`src/rtl/vps_pkg.sv`:
```
// ----------------------------------------------------------------------------
// vps_pkg
// Beat types, control groups and fixed field constants of the vector pair
// similarity block.
// ----------------------------------------------------------------------------
package vps_pkg;

    // fixed field widths of the channel beats
    localparam int ELEM_FIELD_W  = 16;
    localparam int DOT_FIELD_W   = 40;
    localparam int ROOT_FIELD_W  = 20;
    localparam int COS_FIELD_W   = 16;

    // cosine in q1.15 and its clip limits
    localparam int COS_FRAC_BITS = 15;
    localparam logic [COS_FIELD_W:0] COS_POS_MAX = 17'd32767;
    localparam logic [COS_FIELD_W:0] COS_NEG_MAX = 17'd32768;
    localparam logic [COS_FIELD_W:0] COS_SAT     = 17'd65536;

    // input beat
    typedef struct packed {
        logic signed [ELEM_FIELD_W-1:0] a_elem;
        logic signed [ELEM_FIELD_W-1:0] b_elem;
        logic                           last;
    } vps_in_t;

    // result beat
    typedef struct packed {
        logic signed [DOT_FIELD_W-1:0]  dot_product;
        logic        [ROOT_FIELD_W-1:0] distance;
        logic        [ROOT_FIELD_W-1:0] length_a;
        logic        [ROOT_FIELD_W-1:0] length_b;
        logic signed [COS_FIELD_W-1:0]  cosine;
        logic                           overflow;
    } vps_out_t;

    // accumulator control
    typedef struct packed {
        logic start;
        logic clear;
    } vps_mac_ctl_t;

    // finishing sequencer control
    typedef struct packed {
        logic start;
        logic ack;
    } vps_post_ctl_t;

endpackage

```
`src/rtl/vector_pair_similarity.sv`:
```
// A new pair is accepted only once the previous one is through the 4-step pass of the shared
// multiplier plus its product register; a pair past MAX_LEN skips that pass and is dropped.
// The last pair then runs the shift-add product, four root passes of SQ_W steps each and the
// bit-serial divide, where SQ_W = 2*ELEM_BITS - 1 + clog2(MAX_LEN).
// The result then waits in an output register.
// Reset is synchronous, active low: the accumulator sums, the pair count and the handshake state clear.
// ----------------------------------------------------------------------------
// vector_pair_similarity
// Streams element pairs, accumulates dot product and square sums, and on the
// last pair returns lengths, distance and q1.15 cosine.
// ----------------------------------------------------------------------------
module vector_pair_similarity #(
    parameter int MAX_LEN   = 256,
    parameter int ELEM_BITS = 16
) (
    input  logic              aclk,
    input  logic              aresetn,
    input  logic              s_valid,
    output logic              s_ready,
    input  vps_pkg::vps_in_t  s_data,
    output logic              m_valid,
    input  logic              m_ready,
    output vps_pkg::vps_out_t m_data
);

    localparam int LEN_W = $clog2(MAX_LEN);
    localparam int DOT_W = 2 * ELEM_BITS + LEN_W;
    localparam int SQ_W  = 2 * ELEM_BITS - 1 + LEN_W;
    localparam int DSQ_W = 2 * ELEM_BITS + 1 + LEN_W;
    localparam int FLD_X = (ELEM_BITS > vps_pkg::ELEM_FIELD_W) ? ELEM_BITS
                                                                : vps_pkg::ELEM_FIELD_W;
    localparam int DOT_X = (DOT_W > vps_pkg::DOT_FIELD_W) ? DOT_W : vps_pkg::DOT_FIELD_W;
    localparam int RT_X  = (SQ_W > vps_pkg::ROOT_FIELD_W) ? SQ_W : vps_pkg::ROOT_FIELD_W;

    typedef enum logic [2:0] {
        T_IDLE = 3'b001,
        T_ACC  = 3'b010,
        T_POST = 3'b100
    } top_state_t;

    top_state_t state_reg, state_next;

    logic              last_reg;
    logic              m_valid_reg;
    vps_pkg::vps_out_t m_data_reg;

    logic                    accept;
    logic                    load_out;
    logic [FLD_X-1:0]        a_x;
    logic [FLD_X-1:0]        b_x;
    logic signed [ELEM_BITS-1:0] a_in;
    logic signed [ELEM_BITS-1:0] b_in;

    vps_pkg::vps_mac_ctl_t   mac_ctl;
    vps_pkg::vps_post_ctl_t  post_ctl;
    logic                    mac_done;
    logic signed [DOT_W-1:0] dot;
    logic [SQ_W-1:0]         sum_a;
    logic [SQ_W-1:0]         sum_b;
    logic [DSQ_W-1:0]        sum_d;
    logic                    too_long;
    logic                    post_done;
    logic [SQ_W-1:0]         dist_root;
    logic [SQ_W-1:0]         len_a;
    logic [SQ_W-1:0]         len_b;
    logic signed [vps_pkg::COS_FIELD_W-1:0] cosine;

    logic signed [DOT_X-1:0] dot_x;
    logic [RT_X-1:0]         dist_x;
    logic [RT_X-1:0]         len_a_x;
    logic [RT_X-1:0]         len_b_x;

    // element sign taken from the low ELEM_BITS bits of each field
    assign a_x  = FLD_X'($unsigned(s_data.a_elem));
    assign b_x  = FLD_X'($unsigned(s_data.b_elem));
    assign a_in = signed'(a_x[ELEM_BITS-1:0]);
    assign b_in = signed'(b_x[ELEM_BITS-1:0]);

    assign s_ready  = (state_reg == T_IDLE);
    assign accept   = s_valid && s_ready;
    assign load_out = (state_reg == T_POST) && post_done && (!m_valid_reg || m_ready);

    assign mac_ctl.start  = accept;
    assign mac_ctl.clear  = load_out;
    assign post_ctl.start = (state_reg == T_ACC) && mac_done && last_reg;
    assign post_ctl.ack   = load_out;

    vps_mac #(
        .MAX_LEN   (MAX_LEN),
        .ELEM_BITS (ELEM_BITS),
        .DOT_W     (DOT_W),
        .SQ_W      (SQ_W),
        .DSQ_W     (DSQ_W)
    ) u_mac (
        .aclk     (aclk),
        .aresetn  (aresetn),
        .ctl      (mac_ctl),
        .a_in     (a_in),
        .b_in     (b_in),
        .done     (mac_done),
        .dot      (dot),
        .sum_a    (sum_a),
        .sum_b    (sum_b),
        .sum_d    (sum_d),
        .too_long (too_long)
    );

    vps_post #(
        .DOT_W (DOT_W),
        .SQ_W  (SQ_W),
        .DSQ_W (DSQ_W)
    ) u_post (
        .aclk      (aclk),
        .aresetn   (aresetn),
        .ctl       (post_ctl),
        .dot       (dot),
        .sum_a     (sum_a),
        .sum_b     (sum_b),
        .sum_d     (sum_d),
        .done      (post_done),
        .dist_root (dist_root),
        .len_a     (len_a),
        .len_b     (len_b),
        .cosine    (cosine)
    );

    // next state
    always_comb begin
        state_next = state_reg;
        unique case (state_reg)
            T_IDLE: if (accept) state_next = T_ACC;
            T_ACC: begin
                if (mac_done) state_next = last_reg ? T_POST : T_IDLE;
            end
            T_POST: if (load_out) state_next = T_IDLE;
            default: state_next = T_IDLE;
        endcase
    end

    // control registers
    always_ff @(posedge aclk) begin
        if (!aresetn) begin
            state_reg   <= T_IDLE;
            m_valid_reg <= 1'b0;
        end else begin
            state_reg <= state_next;
            if (load_out) begin
                m_valid_reg <= 1'b1;
            end else if (m_ready) begin
                m_valid_reg <= 1'b0;
            end
        end
    end

    // result fields fitted to the beat widths
    assign dot_x   = DOT_X'(dot);
    assign dist_x  = RT_X'(dist_root);
    assign len_a_x = RT_X'(len_a);
    assign len_b_x = RT_X'(len_b);

    // beat capture
    always_ff @(posedge aclk) begin
        if (accept) begin
            last_reg <= s_data.last;
        end
        if (load_out) begin
            m_data_reg.dot_product <= signed'(dot_x[vps_pkg::DOT_FIELD_W-1:0]);
            m_data_reg.distance    <= dist_x[vps_pkg::ROOT_FIELD_W-1:0];
            m_data_reg.length_a    <= len_a_x[vps_pkg::ROOT_FIELD_W-1:0];
            m_data_reg.length_b    <= len_b_x[vps_pkg::ROOT_FIELD_W-1:0];
            m_data_reg.cosine      <= cosine;
            m_data_reg.overflow    <= too_long;
        end
    end

    assign m_valid = m_valid_reg;
    assign m_data  = m_data_reg;

endmodule

```
`src/rtl/vps_mac.sv`:
```
// ----------------------------------------------------------------------------
// vps_mac
// Pair accumulator: one shared signed multiplier computes a*b, a*a, b*b and
// (a-b)^2 in turn, each product registered and then added to its sum.
// ----------------------------------------------------------------------------
module vps_mac #(
    parameter int MAX_LEN   = 256,
    parameter int ELEM_BITS = 16,
    parameter int DOT_W     = 40,
    parameter int SQ_W      = 39,
    parameter int DSQ_W     = 41
) (
    input  logic                    aclk,
    input  logic                    aresetn,
    input  vps_pkg::vps_mac_ctl_t   ctl,
    input  logic signed [ELEM_BITS-1:0] a_in,
    input  logic signed [ELEM_BITS-1:0] b_in,
    output logic                    done,
    output logic signed [DOT_W-1:0] dot,
    output logic [SQ_W-1:0]         sum_a,
    output logic [SQ_W-1:0]         sum_b,
    output logic [DSQ_W-1:0]        sum_d,
    output logic                    too_long
);

    localparam int CNT_W = $clog2(MAX_LEN + 1);
    localparam int OP_W  = ELEM_BITS + 1;
    localparam int PR_W  = 2 * OP_W;

    // multiplier steps
    localparam logic [2:0] ST_AB    = 3'd0;
    localparam logic [2:0] ST_AA    = 3'd1;
    localparam logic [2:0] ST_BB    = 3'd2;
    localparam logic [2:0] ST_DD    = 3'd3;
    localparam logic [2:0] ST_FLUSH = 3'd4;

    logic                    busy_reg;
    logic [2:0]              step_reg;
    logic                    done_reg;
    logic [CNT_W-1:0]        count_reg;
    logic                    too_long_reg;
    logic signed [DOT_W-1:0] dot_reg;
    logic [SQ_W-1:0]         sum_a_reg;
    logic [SQ_W-1:0]         sum_b_reg;
    logic [DSQ_W-1:0]        sum_d_reg;

    logic signed [ELEM_BITS-1:0] a_reg;
    logic signed [ELEM_BITS-1:0] b_reg;
    logic signed [OP_W-1:0]      diff;
    logic signed [OP_W-1:0]      mul_x;
    logic signed [OP_W-1:0]      mul_y;
    logic signed [PR_W-1:0]      prod_reg;
    logic                        room;

    assign room = count_reg < CNT_W'(MAX_LEN);
    assign diff = OP_W'(a_reg) - OP_W'(b_reg);

    // operand select for the shared multiplier
    always_comb begin
        unique case (step_reg)
            ST_AB: begin
                mul_x = OP_W'(a_reg);
                mul_y = OP_W'(b_reg);
            end
            ST_AA: begin
                mul_x = OP_W'(a_reg);
                mul_y = OP_W'(a_reg);
            end
            ST_BB: begin
                mul_x = OP_W'(b_reg);
                mul_y = OP_W'(b_reg);
            end
            default: begin
                mul_x = diff;
                mul_y = diff;
            end
        endcase
    end

    // sequencing and sums, cleared by reset and after each result
    always_ff @(posedge aclk) begin
        if (!aresetn || ctl.clear) begin
            busy_reg     <= 1'b0;
            step_reg     <= ST_AB;
            done_reg     <= 1'b0;
            count_reg    <= '0;
            too_long_reg <= 1'b0;
            dot_reg      <= '0;
            sum_a_reg    <= '0;
            sum_b_reg    <= '0;
            sum_d_reg    <= '0;
        end else begin
            done_reg <= 1'b0;
            if (ctl.start) begin
                if (room) begin
                    busy_reg <= 1'b1;
                    step_reg <= ST_AB;
                end else begin
                    // pair past the limit is dropped
                    too_long_reg <= 1'b1;
                    done_reg     <= 1'b1;
                end
            end else if (busy_reg) begin
                step_reg <= step_reg + 1'b1;
                case (step_reg)
                    ST_AA:    dot_reg   <= dot_reg + DOT_W'(prod_reg);
                    ST_BB:    sum_a_reg <= sum_a_reg + SQ_W'(prod_reg);
                    ST_DD:    sum_b_reg <= sum_b_reg + SQ_W'(prod_reg);
                    ST_FLUSH: begin
                        sum_d_reg <= sum_d_reg + DSQ_W'(prod_reg);
                        count_reg <= count_reg + 1'b1;
                        busy_reg  <= 1'b0;
                        done_reg  <= 1'b1;
                    end
                    default: ;
                endcase
            end
        end
    end

    // operand capture and product register
    always_ff @(posedge aclk) begin
        if (ctl.start) begin
            a_reg <= a_in;
            b_reg <= b_in;
        end
        if (busy_reg) begin
            prod_reg <= mul_x * mul_y;
        end
    end

    assign done     = done_reg;
    assign dot      = dot_reg;
    assign sum_a    = sum_a_reg;
    assign sum_b    = sum_b_reg;
    assign sum_d    = sum_d_reg;
    assign too_long = too_long_reg;

endmodule

```
`src/rtl/vps_isqrt.sv`:
```
// ----------------------------------------------------------------------------
// vps_isqrt
// Floor square root, restoring digit method, two radicand bits per cycle.
// ----------------------------------------------------------------------------
module vps_isqrt #(
    parameter int RT_W  = 39,
    parameter int RAD_W = 78
) (
    input  logic             aclk,
    input  logic             aresetn,
    input  logic             start,
    input  logic [RAD_W-1:0] radicand,
    output logic             done,
    output logic [RT_W-1:0]  root
);

    localparam int CNT_W = $clog2(RT_W + 1);
    localparam int RM_W  = RT_W + 3;

    logic             busy_reg;
    logic             done_reg;
    logic [CNT_W-1:0] cnt_reg;
    logic [RAD_W-1:0] rad_reg;
    logic [RM_W-1:0]  rem_reg;
    logic [RT_W-1:0]  root_reg;

    logic [RM_W-1:0]  rem_sh;
    logic [RM_W-1:0]  trial;
    logic             fits;

    // one digit step
    assign rem_sh = {rem_reg[RM_W-3:0], rad_reg[RAD_W-1 -: 2]};
    assign trial  = RM_W'({root_reg, 2'b01});
    assign fits   = rem_sh >= trial;

    // step control
    always_ff @(posedge aclk) begin
        if (!aresetn) begin
            busy_reg <= 1'b0;
            done_reg <= 1'b0;
        end else begin
            done_reg <= 1'b0;
            if (start) begin
                busy_reg <= 1'b1;
            end else if (busy_reg && cnt_reg == CNT_W'(1)) begin
                busy_reg <= 1'b0;
                done_reg <= 1'b1;
            end
        end
    end

    // datapath
    always_ff @(posedge aclk) begin
        if (start) begin
            rad_reg  <= radicand;
            rem_reg  <= '0;
            root_reg <= '0;
            cnt_reg  <= CNT_W'(RT_W);
        end else if (busy_reg) begin
            rad_reg  <= rad_reg << 2;
            rem_reg  <= fits ? rem_sh - trial : rem_sh;
            root_reg <= {root_reg[RT_W-2:0], fits};
            cnt_reg  <= cnt_reg - 1'b1;
        end
    end

    assign done = done_reg;
    assign root = root_reg;

endmodule

```
`src/rtl/vps_post.sv`:
```
// ----------------------------------------------------------------------------
// vps_post
// Finishing sequencer: shift-add product of the two square sums, four roots
// on one shared root unit, then a bit-serial q1.15 cosine division.
// ----------------------------------------------------------------------------
module vps_post #(
    parameter int DOT_W = 40,
    parameter int SQ_W  = 39,
    parameter int DSQ_W = 41
) (
    input  logic                    aclk,
    input  logic                    aresetn,
    input  vps_pkg::vps_post_ctl_t  ctl,
    input  logic signed [DOT_W-1:0] dot,
    input  logic [SQ_W-1:0]         sum_a,
    input  logic [SQ_W-1:0]         sum_b,
    input  logic [DSQ_W-1:0]        sum_d,
    output logic                    done,
    output logic [SQ_W-1:0]         dist_root,
    output logic [SQ_W-1:0]         len_a,
    output logic [SQ_W-1:0]         len_b,
    output logic signed [vps_pkg::COS_FIELD_W-1:0] cosine
);

    localparam int PRD_W      = 2 * SQ_W;
    localparam int MUL_CNT_W  = $clog2(SQ_W + 1);
    localparam int DV_W       = ((DOT_W > SQ_W) ? DOT_W : SQ_W) + 2;
    localparam int Q_W        = vps_pkg::COS_FIELD_W + 1;
    localparam int FRAC_CNT_W = $clog2(vps_pkg::COS_FRAC_BITS + 1);

    // root unit operand select
    localparam logic [1:0] RS_DEN   = 2'd0;
    localparam logic [1:0] RS_DIST  = 2'd1;
    localparam logic [1:0] RS_LEN_A = 2'd2;
    localparam logic [1:0] RS_LEN_B = 2'd3;

    typedef enum logic [6:0] {
        P_IDLE   = 7'b0000001,
        P_MUL    = 7'b0000010,
        P_RSTART = 7'b0000100,
        P_RWAIT  = 7'b0001000,
        P_DIV0   = 7'b0010000,
        P_DIV    = 7'b0100000,
        P_DONE   = 7'b1000000
    } post_state_t;

    post_state_t state_reg, state_next;

    logic [PRD_W-1:0]      mcand_reg;
    logic [SQ_W-1:0]       mplier_reg;
    logic [PRD_W-1:0]      prod_reg;
    logic [MUL_CNT_W-1:0]  mul_cnt_reg;
    logic [1:0]            root_sel_reg;
    logic [SQ_W-1:0]       den_reg;
    logic [SQ_W-1:0]       dist_reg;
    logic [SQ_W-1:0]       len_a_reg;
    logic [SQ_W-1:0]       len_b_reg;
    logic [DV_W-1:0]       rem_reg;
    logic [Q_W-1:0]        q_reg;
    logic [FRAC_CNT_W-1:0] frac_cnt_reg;
    logic                  neg_reg;

    logic [PRD_W-1:0]      radicand;
    logic                  root_start;
    logic                  root_done;
    logic [SQ_W-1:0]       root;

    logic signed [DV_W-1:0] dot_x;
    logic [DV_W-1:0]       mag;
    logic [DV_W-1:0]       den_x;
    logic [DV_W-1:0]       twice;
    logic                  fbit;
    logic                  zero_vec;
    logic                  over;
    logic [Q_W-1:0]        q_clip;
    logic [Q_W-1:0]        cos_q;

    // shared root unit
    vps_isqrt #(
        .RT_W  (SQ_W),
        .RAD_W (PRD_W)
    ) u_isqrt (
        .aclk     (aclk),
        .aresetn  (aresetn),
        .start    (root_start),
        .radicand (radicand),
        .done     (root_done),
        .root     (root)
    );

    assign root_start = (state_reg == P_RSTART);

    always_comb begin
        unique case (root_sel_reg)
            RS_DEN:   radicand = prod_reg;
            RS_DIST:  radicand = PRD_W'(sum_d);
            RS_LEN_A: radicand = PRD_W'(sum_a);
            default:  radicand = PRD_W'(sum_b);
        endcase
    end

    // divider operands
    assign dot_x    = DV_W'(dot);
    assign mag      = dot_x[DV_W-1] ? -dot_x : dot_x;
    assign den_x    = DV_W'(den_reg);
    assign twice    = {rem_reg[DV_W-2:0], 1'b0};
    assign fbit     = twice >= den_x;
    assign zero_vec = (sum_a == '0) || (sum_b == '0);
    assign over     = mag >= (den_x << 1);

    // next state
    always_comb begin
        state_next = state_reg;
        unique case (state_reg)
            P_IDLE:   if (ctl.start) state_next = P_MUL;
            P_MUL:    if (mul_cnt_reg == MUL_CNT_W'(1)) state_next = P_RSTART;
            P_RSTART: state_next = P_RWAIT;
            P_RWAIT: begin
                if (root_done) begin
                    state_next = (root_sel_reg == RS_LEN_B) ? P_DIV0 : P_RSTART;
                end
            end
            P_DIV0:   state_next = (zero_vec || over) ? P_DONE : P_DIV;
            P_DIV:    if (frac_cnt_reg == FRAC_CNT_W'(1)) state_next = P_DONE;
            P_DONE:   if (ctl.ack) state_next = P_IDLE;
            default:  state_next = P_IDLE;
        endcase
    end

    always_ff @(posedge aclk) begin
        if (!aresetn) begin
            state_reg <= P_IDLE;
        end else begin
            state_reg <= state_next;
        end
    end

    // datapath
    always_ff @(posedge aclk) begin
        unique case (state_reg)
            P_IDLE: begin
                if (ctl.start) begin
                    mcand_reg    <= PRD_W'(sum_a);
                    mplier_reg   <= sum_b;
                    prod_reg     <= '0;
                    mul_cnt_reg  <= MUL_CNT_W'(SQ_W);
                    root_sel_reg <= RS_DEN;
                end
            end
            P_MUL: begin
                // shift-add product sa*sb, one bit per cycle
                if (mplier_reg[0]) prod_reg <= prod_reg + mcand_reg;
                mcand_reg   <= mcand_reg << 1;
                mplier_reg  <= mplier_reg >> 1;
                mul_cnt_reg <= mul_cnt_reg - 1'b1;
            end
            P_RWAIT: begin
                if (root_done) begin
                    unique case (root_sel_reg)
                        RS_DEN:   den_reg   <= root;
                        RS_DIST:  dist_reg  <= root;
                        RS_LEN_A: len_a_reg <= root;
                        default:  len_b_reg <= root;
                    endcase
                    root_sel_reg <= root_sel_reg + 1'b1;
                end
            end
            P_DIV0: begin
                neg_reg      <= dot_x[DV_W-1];
                frac_cnt_reg <= FRAC_CNT_W'(vps_pkg::COS_FRAC_BITS);
                if (zero_vec) begin
                    q_reg <= '0;
                end else if (over) begin
                    q_reg <= vps_pkg::COS_SAT;
                end else if (mag >= den_x) begin
                    q_reg   <= Q_W'(1);
                    rem_reg <= mag - den_x;
                end else begin
                    q_reg   <= '0;
                    rem_reg <= mag;
                end
            end
            P_DIV: begin
                // one fraction bit per cycle
                rem_reg      <= fbit ? twice - den_x : twice;
                q_reg        <= {q_reg[Q_W-2:0], fbit};
                frac_cnt_reg <= frac_cnt_reg - 1'b1;
            end
            default: ;
        endcase
    end

    // clip and sign the quotient
    always_comb begin
        if (neg_reg) begin
            q_clip = (q_reg > vps_pkg::COS_NEG_MAX) ? vps_pkg::COS_NEG_MAX : q_reg;
            cos_q  = -q_clip;
        end else begin
            q_clip = (q_reg > vps_pkg::COS_POS_MAX) ? vps_pkg::COS_POS_MAX : q_reg;
            cos_q  = q_clip;
        end
    end

    assign cosine    = signed'(cos_q[vps_pkg::COS_FIELD_W-1:0]);
    assign done      = (state_reg == P_DONE);
    assign dist_root = dist_reg;
    assign len_a     = len_a_reg;
    assign len_b     = len_b_reg;

endmodule

```
`config.mk`:
```
export PLATFORM = sky130hd
export DESIGN_NAME = vector_pair_similarity
export DESIGN_NICKNAME = d
export VERILOG_FILES = /design/src/rtl/vps_pkg.sv /design/src/rtl/vector_pair_similarity.sv /design/src/rtl/vps_mac.sv /design/src/rtl/vps_isqrt.sv /design/src/rtl/vps_post.sv
export SDC_FILE = /design/constraint.sdc
export NUM_CORES = 2
export LEC_CHECK = 0
export ABC_AREA = 1
export BUFFER_PORTS_ARGS = -buffer_cell sky130_fd_sc_hd__buf_2
export CORE_ASPECT_RATIO = 1.25
export CORE_MARGIN = 1.5
export CORE_UTILIZATION = 63
export CTS_BUF_LIST = sky130_fd_sc_hd__clkbuf_8 sky130_fd_sc_hd__clkbuf_16
export CTS_CLUSTER_DIAMETER = 120
export CTS_CLUSTER_SIZE = 20
export DETAILED_ROUTE_END_ITERATION = 7
export GPL_TIMING_DRIVEN = 0
export PLACE_DENSITY = 0.85
export SYNTH_ARGS = -nofsm -noshare
export SYNTH_HDL_FRONTEND = slang
export SYNTH_SLANG_ARGS = --single-unit
```
`constraint.sdc`:
```
create_clock -name aclk -period 9.64 [get_ports aclk]
set_input_delay 0 -clock aclk [delete_from_list [all_inputs] [get_ports aclk]]
set_output_delay 0 -clock aclk [all_outputs]
set_load 0.02 [all_outputs]
```
==> out/results.txt <==
outcome: finished, violations left
failing checks: DRC
leakage: 0.0391 µW
Worst Max-Slew Pin Slew: 1.16 ns
Worst path slowest cell: fa_1
total CTS buffers: 51
DR vias: 76623
data required time at the worst endpoint: 10.09 ns
commonest non-fill, non-tap cells in the layout: nand2_1, inv_1, nor2_1
Vias per Instance: 6.08
reg2reg path depth: 29
number of post-CTS setup repair buffers: 0
# fillers: 10339
Tmin final: 9.13 ns
layout cells sized above 1: 4.06%
Largest register FFs: 117
met2 Use GR: 75.7%
Cell variety after synth: 58
met3 GRT Util: 10.1%
FMAX: 110 MHz
sequential area share after synthesis: 31.8%
clock-pin slew on the worst setup and hold paths: 0.09 ns
Synth warnings: 0
Mapped Nets: 11526
RSZ-0062 raised after global routing: false
WL final: 293000 µm
CP arrival: 9.58 ns
CP endpoint kind: register
Synth-to-Final Area Change: 6.87%
drt first-iter violations: 8774
die area: 123000 µm²
met1 Use GR: 50.3%
later-pin clock latency in the skew report: 0.73 ns
antenna violations before repair: 11
VDD IR max: 1.78 mV
first-pass GRT wire length: 434000 µm
Rows: 142
power density over the cells: 436 nW/µm²
GRT Max-Usage Layer: met2
clock sink count: 899
Chip Width: 314 µm
total grt overflow: 0
crit path kind: reg -> reg
post-synthesis cell area: 76300 µm²
fin. max-slew vios: 0
most used cell along the critical path: fa_1
Sum Neg Setup Slack: 0 ns
relative slew slack: 22.4%
top-level I/O count: 156
Synth Instances: 10676
tightest hold margin: 0.0135 ns
asr flop ratio synth: 0%
max-cap violations: 0
CP Max Fanout: 10
Synth Flop Type: edfxtp_1
Final Hold Fails: 0
R2R Setup Slk: 0.51 ns
CTS tree: yes
slowest cell delay on critical path: 0.85 ns
Root Driver: clkbuf_16
Initial Util: 63.6%
number of synthesized flops with an enable pin: 627
post-DR wirelength/cell: 23.2 µm
Tot GR Track Use: 46.9%
FF+latch count, synth: 899
Final Cycle Share: 94.7%
synthesized area per cell: 7.15 µm²
hold path depth: 2
H-tree levels: 2
I/O Buffers: 155
RePlAce Congestion: 1.11
most common cell after layout, fill and taps aside: nand2_1
worst hold path type: in -> reg
clk buf depth: 3
Worst path depth: 29
delay-heaviest family, CP: adder cells
number of global-route vias before repair: 74773
Post-DRT Antenna Nets: 0
startpoint types: register
pin count of the biggest net entering global routing: 84
DRC viols: 7
nets@finish: 11808
Die Ht: 392 µm
Pre-Repair DR Iteration Count: 8
core area: 120000 µm²
final setup skew: 0.0506 ns
crit path buf inv count: 7
Final HPWL DP: 237000 µm
final setup fails: 0
==> layout make-up <==
type                       instances  area (µm²)  area share (%)
inverter                        1866        7010            8.60
timing repair buffer             229        1670            2.05
tap                             1584        1980            2.43
clock inverter                    44         238           0.292
antenna                            9        22.5          0.0276
sequential                       899       24300            29.8
multi-input combinational       7692       44000            53.9
buffer                           219        1100            1.35
clock buffer                      52        1290            1.58
==> Yosys cell counts, drive strengths merged, types with 120 or more instances <==
library cell  count  area share, %
edfxtp          627             25
o21ai           691            4.6
a21oi           802            5.3
nor2           1313            6.6
nand2          2702             13
dfxtp           272            7.1
xor2            137            1.6
nand3           517            3.4
ha              509            8.3
nand4           120            1.0
fa              304            8.0
inv            1852            9.1
==> final timing paths <==
check	startpoint	endpoint
max	u_mac.b_reg[0]$_DFFE_PP_	u_mac.prod_reg[33]$_DFFE_PP_
min	s_data[13]	u_mac.b_reg[12]$_DFFE_PP_
max reg2reg	u_mac.b_reg[0]$_DFFE_PP_	u_mac.prod_reg[33]$_DFFE_PP_
min reg2reg	u_post.len_a[5]$_DFFE_PP_	m_data[42]$_DFFE_PP_
==> per-stage QoR <==
| step | std cells | setup WS [ns] | util [%] | total power (µW) | area [µm²] |
|---|---|---|---|---|---|
| global placement | 12415 | 1.19 | 65.9 | 31300 | 79100 |
| finish | 12594 | 0.514 | 68.0 | 35500 | 81500 |
| CTS | 12585 | 0.916 | 68.0 | 34800 | 81500 |
| global route | 12586 | 0.247 | 68.0 | 38600 | 81500 |
| floorplan | 10676 | 2.35 | - | 24900 | 76300 |
| detailed placement | 12426 | 0.950 | 66.2 | 32300 | 79400 |
==> report_power, final <==
group | total, µW | internal [µW] | switching [µW]
Combinational | 26900 | 9770 | 17100
Clock | 2380 | 989 | 1390
Sequential | 6290 | 5590 | 699
Total | 35500 | 16300 | 19200
==> worst register-to-register path, delay by kind of cell (launching register included) <==
family                     cells  cell delay, ns
xor gates and xnor gates       2            0.38
adders and majority gates      9            4.83
buffers and inverters          7            1.19
DFF                            1            0.42
AOI/OAI and AO/OA              4            0.99
and+or+nand+nor                7            1.07
==> what timing repair did <==
item | in CTS | in global routing
endpoints found under the setup margin | 0 | 0
gates resized for setup | 0 | 0
hold endpoints to repair | 47 | 0
hold buffers | 63 | 0
==> cell families (layout without fill, tap and decap cells) <==
group                      count (synthesis)  in the layout  synth area share (%)
and+or+nand+nor                         4842           4842                  25.8
buffers and inverters                   2085           2410                  10.6
AOI/OAI and AO/OA                       1834           1834                  13.1
DFF                                      899            899                  31.8
adders and majority gates                813            813                  16.3
xor gates and xnor gates                 203            203                  2.33
other                                      0              9                     0
==> layer usage <==
layer	vias up	wire length [µm]	part of all wire (%)
li1	34965	-	-
met1	35189	97000	33
met2	4876	132000	45
met3	1575	28600	9.8
met4	18	34500	12
met5	-	120	0.041
(Power assumes the default switching activity.)
